<file path="src/rmf_pkg.sv">
// ---------------------------------------------------------------------------
// rmf_pkg
// Shared constants, types and helpers of the RGB median filter.
// ---------------------------------------------------------------------------
`timescale 1ns / 1ps

package rmf_pkg;

  localparam int WIN            = 5;
  localparam int HALF           = WIN / 2;
  localparam int TAPS           = WIN * WIN;
  localparam int ROW_BITS       = $clog2(WIN + 3);
  localparam int RING           = 1 << ROW_BITS;
  localparam int SEL_W          = $clog2(WIN);
  localparam int PRE_W          = (HALF > 1) ? $clog2(HALF) : 1;
  localparam int PIX_W          = 24;
  localparam int CH_W           = 8;
  localparam int POS_W          = 10;
  localparam int CFG_W          = 11;
  localparam int IDX_W          = 2;
  localparam int MIR_W          = 14;
  localparam int QDEPTH         = 4;
  localparam int RESET_DIM      = 512;
  localparam int DEF_MAX_WIDTH  = 1024;
  localparam int DEF_MAX_HEIGHT = 1024;

  typedef enum logic [IDX_W-1:0] {
    REG_FRAME_WIDTH  = 2'd0,
    REG_FRAME_HEIGHT = 2'd1
  } cfg_reg_t;

  typedef enum logic [1:0] {
    FK_NONE,
    FK_SHIFT,
    FK_RELOAD,
    FK_PRE
  } fetch_kind_t;

  typedef logic [WIN-1:0][PIX_W-1:0] rmf_column_t;

  typedef struct packed {
    logic                      emit;
    fetch_kind_t               kind;
    logic [PRE_W-1:0]          pre_idx;
    logic [WIN-1:0][SEL_W-1:0] tap_sel;
    logic [POS_W-1:0]          row;
    logic [POS_W-1:0]          col;
    logic                      done;
  } rmf_meta_t;

  typedef struct packed {
    rmf_meta_t   meta;
    rmf_column_t pix;
  } rmf_entry_t;

  // reflect-101 about the edges, clamped for tiny frames
  function automatic logic [MIR_W-1:0] mirror(input logic signed [MIR_W:0] v,
                                               input logic [MIR_W-1:0] n);
    logic signed [MIR_W+1:0] t;
    logic signed [MIR_W+1:0] nn;
    nn = signed'({2'b00, n});
    t  = (MIR_W + 2)'(v);
    if (t < 0) begin
      t = -t;
    end else if (t >= nn) begin
      t = (nn - 1) + (nn - 1) - t;
    end
    if (t < 0) begin
      t = '0;
    end
    if (t > nn - 1) begin
      t = nn - 1;
    end
    return t[MIR_W-1:0];
  endfunction

endpackage

</file>
<file path="src/rmf_fifo.sv">
// ---------------------------------------------------------------------------
// rmf_fifo
// Short request queue between the fetch front end and the median back end.
// ---------------------------------------------------------------------------
`timescale 1ns / 1ps

module rmf_fifo #(
  parameter int DEPTH = rmf_pkg::QDEPTH
) (
  input  logic                       clk,
  input  logic                       rst_n,
  input  logic                       push,
  input  rmf_pkg::rmf_entry_t        din,
  input  logic                       pop,
  output rmf_pkg::rmf_entry_t        dout,
  output logic                       valid,
  output logic [$clog2(DEPTH+1)-1:0] count
);
  import rmf_pkg::*;

  localparam int PTR_W = (DEPTH > 1) ? $clog2(DEPTH) : 1;

  rmf_entry_t                 store_r [DEPTH];
  logic [PTR_W-1:0]           wr_ptr_r, wr_ptr_nxt;
  logic [PTR_W-1:0]           rd_ptr_r, rd_ptr_nxt;
  logic [$clog2(DEPTH+1)-1:0] count_r, count_nxt;
  logic                       do_pop;

  assign valid  = (count_r != '0);
  assign do_pop = pop && valid;
  assign dout   = store_r[rd_ptr_r];
  assign count  = count_r;

  always_comb begin
    wr_ptr_nxt = wr_ptr_r;
    rd_ptr_nxt = rd_ptr_r;
    count_nxt  = count_r;
    if (push) begin
      wr_ptr_nxt = (int'(wr_ptr_r) == DEPTH - 1) ? '0 : wr_ptr_r + 1'b1;
    end
    if (do_pop) begin
      rd_ptr_nxt = (int'(rd_ptr_r) == DEPTH - 1) ? '0 : rd_ptr_r + 1'b1;
    end
    if (push && !do_pop) begin
      count_nxt = count_r + 1'b1;
    end else if (!push && do_pop) begin
      count_nxt = count_r - 1'b1;
    end
  end

  always_ff @(posedge clk) begin
    if (!rst_n) begin
      wr_ptr_r <= '0;
      rd_ptr_r <= '0;
      count_r  <= '0;
    end else begin
      wr_ptr_r <= wr_ptr_nxt;
      rd_ptr_r <= rd_ptr_nxt;
      count_r  <= count_nxt;
    end
  end

  always_ff @(posedge clk) begin
    if (push) begin
      store_r[wr_ptr_r] <= din;
    end
  end

endmodule

</file>
<file path="config.mk">
export PLATFORM = sky130hd
export DESIGN_NAME = rmf_fifo
export DESIGN_NICKNAME = d
export VERILOG_FILES = /design/src/rmf_pkg.sv /design/src/rmf_fifo.sv
export SDC_FILE = /design/constraint.sdc
export NUM_CORES = 1
export LEC_CHECK = 0
export BUFFER_PORTS_ARGS = -buffer_cell sky130_fd_sc_hd__buf_2
export CAP_MARGIN = 20
export CELL_PAD_IN_SITES_DETAIL_PLACEMENT = 2
export CELL_PAD_IN_SITES_GLOBAL_PLACEMENT = 2
export CORE_AREA = 2 2 252 254
export DETAILED_ROUTE_END_ITERATION = 12
export DIE_AREA = 0 0 254 256
export PLACE_DENSITY_LB_ADDON = 0.1
export SYNTH_ARGS = -nofsm -noshare
export SYNTH_HDL_FRONTEND = slang
export SYNTH_SLANG_ARGS = --single-unit
</file>
<file path="constraint.sdc">
create_clock -name clk -period 6.4 [get_ports clk]
set_input_delay 0.32 -clock clk [delete_from_list [all_inputs] [get_ports clk]]
set_output_delay 0.32 -clock clk [all_outputs]
set_load 0.02 [all_outputs]
</file>
== Word level (Yosys, flattened, before mapping) ==
Memory sizes are Yosys's and may differ from the RTL's. A register that Yosys moved wholly into a read port is not among the register bits.
Index checks and enable logic that the tools add are counted.

* Add/subtract/negate cells: 4
* Equal/unequal tests: 2
* Muxes and demuxes: 8
* Reduce and logical (&&, ||, !) cells: 7

{| class="wikitable"
|+ Operators by type and width
! operator !! number
|-
| $mux W2 || 4
|-
| $mux W3 || 2
|-
| $add A2 B1 Y2 const B || 2
|-
| $eq A2 B1 Y1 const B || 2
|-
| $add A3 B1 Y3 const B || 1
|-
| $logic_and A1 B1 Y1 || 3
|-
| $reduce_bool A3 Y1 || 1
|-
| $sub A3 B1 Y3 const B || 1
|-
| $logic_not A1 Y1 || 2
|-
| $mux W1 || 2
|-
| $reduce_bool A2 Y1 || 1
|}

* Register bits: 7
* Bits in writable memories: 640
* Input port bits: 164
* Output and inout bits: 164
* Logic and storage cells: 25
* Memories kept: 1

{| class="wikitable"
|+ Memory list
! memory !! depth !! width !! read ports !! clocked after memory_dff !! write ports !! RTL line !! source
|-
| store_r || 4 || 160 || 1 || 1 || 1 || rmf_fifo.sv:23 || <nowiki>rmf_entry_t store_r [DEPTH];</nowiki>
|}

== Logic depth before layout (Yosys ltp) ==
* Depth in word-level cells: 5
* Gate-level depth with buffers: 7
* Mapped depth without buffers: 7

== Worst setup path after synthesis ==
OpenSTA, ideal clock, no wires.

* Path type: register to register
* From: register wr_ptr_r[0]
* To: memory store_r[0][0] (netlist bit), enable pin
* Arrival: 4.196 ns
* Data required time: 5.862 ns
* Slack: 1.666 ns
* Stages on the path, launching flop included: 4
* Path buffers: 0
* Clock period less this slack: 4.734 ns
* Cell sequence: dfxtp_1 -> inv_1 -> ha_1 -> and2_1

{| class="wikitable"
|+ RTL lines
! item !! RTL line !! source
|-
| from (decl) || rmf_fifo.sv:24 || <nowiki>logic [PTR_W-1:0] wr_ptr_r, wr_ptr_nxt;</nowiki>
|-
| from (signal assigned) || rmf_fifo.sv:57 || <nowiki>wr_ptr_r <= wr_ptr_nxt;</nowiki>
|-
| to (decl) || rmf_fifo.sv:23 ||
|}

Straight into the memory's write port.

==> reports/qor.yml <==
ant_nets: 0
drc: 0
worst_slew_pin_slew_ns: 0.997
grt.overflow.total: 0
initialDrtViolationCount: 502
cp-start-kind: "register"
via_per_inst: 4.89
yosysSeqAreaShare_pct: 82.5
antenna_found_initial: 8
cts-htree-levels: 3
clkTransAtPathRegs_ns: 0.06
setup_ws_ns: 3.38
synth_cell_types: 21
yosysTopAreaCell: "edfxtp_1"
yosys.area.top_type_share_pct: 81.7
grt_pass1_vias: 12800
worstPathArrival_ns: 2.70
crit_type: "register to output port"
postLayoutCellArea_sq_um: 30000
die-height_microns: 256
fin_util_pct: 48.0
dp_cells: 2030
max_stage_delay_ns: 0.65
rows: 92
drive_gt1_share_pct: 40.5
hp-class: "input pin to register"
ys_seq_elements: 649
crit_fanout: 73
start_util_pct: 37.7
setup_viol: 0
p_per_area_nw_per_um2: 377
die_x_microns: 254
dp_slack_ns: 3.92
numPortBuffers: 327
mostFrequentLayoutCells: "edfxtp_1 (640), buf_2 (327), mux4_2 (160), dlygate4sd3_1 (160), clkbuf_16 (74)"
area_growth_pct: 27.4
ios: 328
required_ns: 6.08
fin_setup_tns_ns: 0
clock_latency_ns: 0.60
synth_fp_nets: 1052
crit_chain: "buf_12 > mux4_2 > buf_2"
yosys_warnings: 0
dp_hpwl_microns: 32300
first_pass_iters: 6
nets: 1588
cts_buffer_depth: 3
avgSynthCellArea_sq_um: 26.7
cts_buffers: 71
final_common_cell: "edfxtp_1"
skew_ns: 0.0250
wire_per_inst_microns: 23.7
grt_setup_unrepaired: "false"
min_period_over_period_pct: 47.1
clock_sinks: 649
grt_pass1_wl_microns: 82500
ir_drop_v: 0.000269
maxCapViolations: 0
synthCells: 881
grt_max_degree: 145
cts_setup_buffers: 0
fmax_mhz: 332
synthesis.area_sq_um: 23500
p_leak_nw: 10.0
final_max_slew_viol_count: 0
crit_path_end_kind: "output port"
cts_resized: 0
drt_wl_total_microns: 55000
post_dp_cell_area_sq_um: 26200
vias: 11300
status: "finished, final reports clean"
synthTopCellsByArea: "edfxtp_1 (82%), mux4_2 (15%), dfxtp_1 (0.77%), buf_6 (0.53%), buf_2 (0.38%)"
dieArea_sq_um: 65000
cp_slowest_cell: "dfxtp_4"
cts_tree: "done"
gp_congestion: 0.675
root_buffer: "clkbuf_16"
final_cells: 2320
finalCriticalPeriod_ns: 3.02
track_usage_pct: 17.1
relSlewSlack_pct: 33.6
hold_violations: 0
core_area_sq_um: 62400
layer usage:
metal  track usage (%)  up-vias  part of all wire [%]
met1              21.5     6065                    41
li1                  -     4903                     -
met3              5.04       85                   6.1
met2              29.0      284                    51
met5                 0        -                  0.14
met4              4.62       12                   2.1
cells in the mapped netlist (all sizes together):
cell type and n:
and2 5, buf 29, xnor2 1, or3 2, xor2 1, edfxtp 640, nand2 2, ha 6
clkbuf 7, a21boi 1, fa 1, mux4 160, dfxtp 9, nand3 2, nor2 2, nor2b 3
o31ai 1, inv 3, o21ai 3, mux2i 3
worst paths after layout:
kind,startpoint,cells after the start,slack (ns),to
max reg2reg,count[0],7,3.98,count[2]
max,register,3,3.38,dout[81]
min,rst_n,2,0.06,count[1]
min reg2reg,count[2],2,0.53,count[2]
cell families (layout without fill, tap and decap cells):
logic type               after synthesis  in the layout  synth area share, %
flip-flops                           649            649                 82.5
multiplexers                         163            163                 15.5
buffers and inverters                 39            630                 1.07
AND/OR/NAND/NOR                       16             16                0.373
adder cells (fa/ha/maj)                7              7                0.404
AO/OA/AOI/OAI                          5              5                0.128
XOR/XNOR                               2              2               0.0745
other                                  0              2                    0
sequential cells by signal, indices dropped and copies added, names as in the netlist, named ones only:
signal    flops
count         3
store_r     640
wr_ptr_r      2
rd_ptr_r      2
layout make-up:
class | count | area (sq um)
timing repair buffer | 499 | 3400
clock buffer | 97 | 1940
fill | 5586 | 32400
tap | 846 | 1060
inverter | 3 | 11.3
antenna | 2 | 5.00
multi-input combinational | 193 | 3870
sequential | 649 | 19400
clock inverter | 31 | 262
report_power, final:
part	switching (mW)	internal, mW	total (mW)
clock	1.60	2.28	3.88
sequential	0.0982	4.89	4.99
combinational	1.39	1.04	2.43
through the flow:
stage	total power, mW	hold WS, ns
CTS	11.5	0.0256
finish	11.3	0.0584
global placement	7.45	0.506
global route	11.8	0.0481
detailed placement	7.48	0.523
floorplan	6.71	0.419
repair_timing:
action / CTS / global route
endpoints found under the hold margin: 640 / 0
hold buffers: 160 / 0
endpoints found under the setup margin: 0 / 0
critical path: cells and delay by family (launching register included):
kind	cells	cell delay, ns
buffers and inverters	2	0.71
flip-flops	1	0.65
multiplexers	1	0.61
Note: power is estimated with default switching activity, not from simulation.
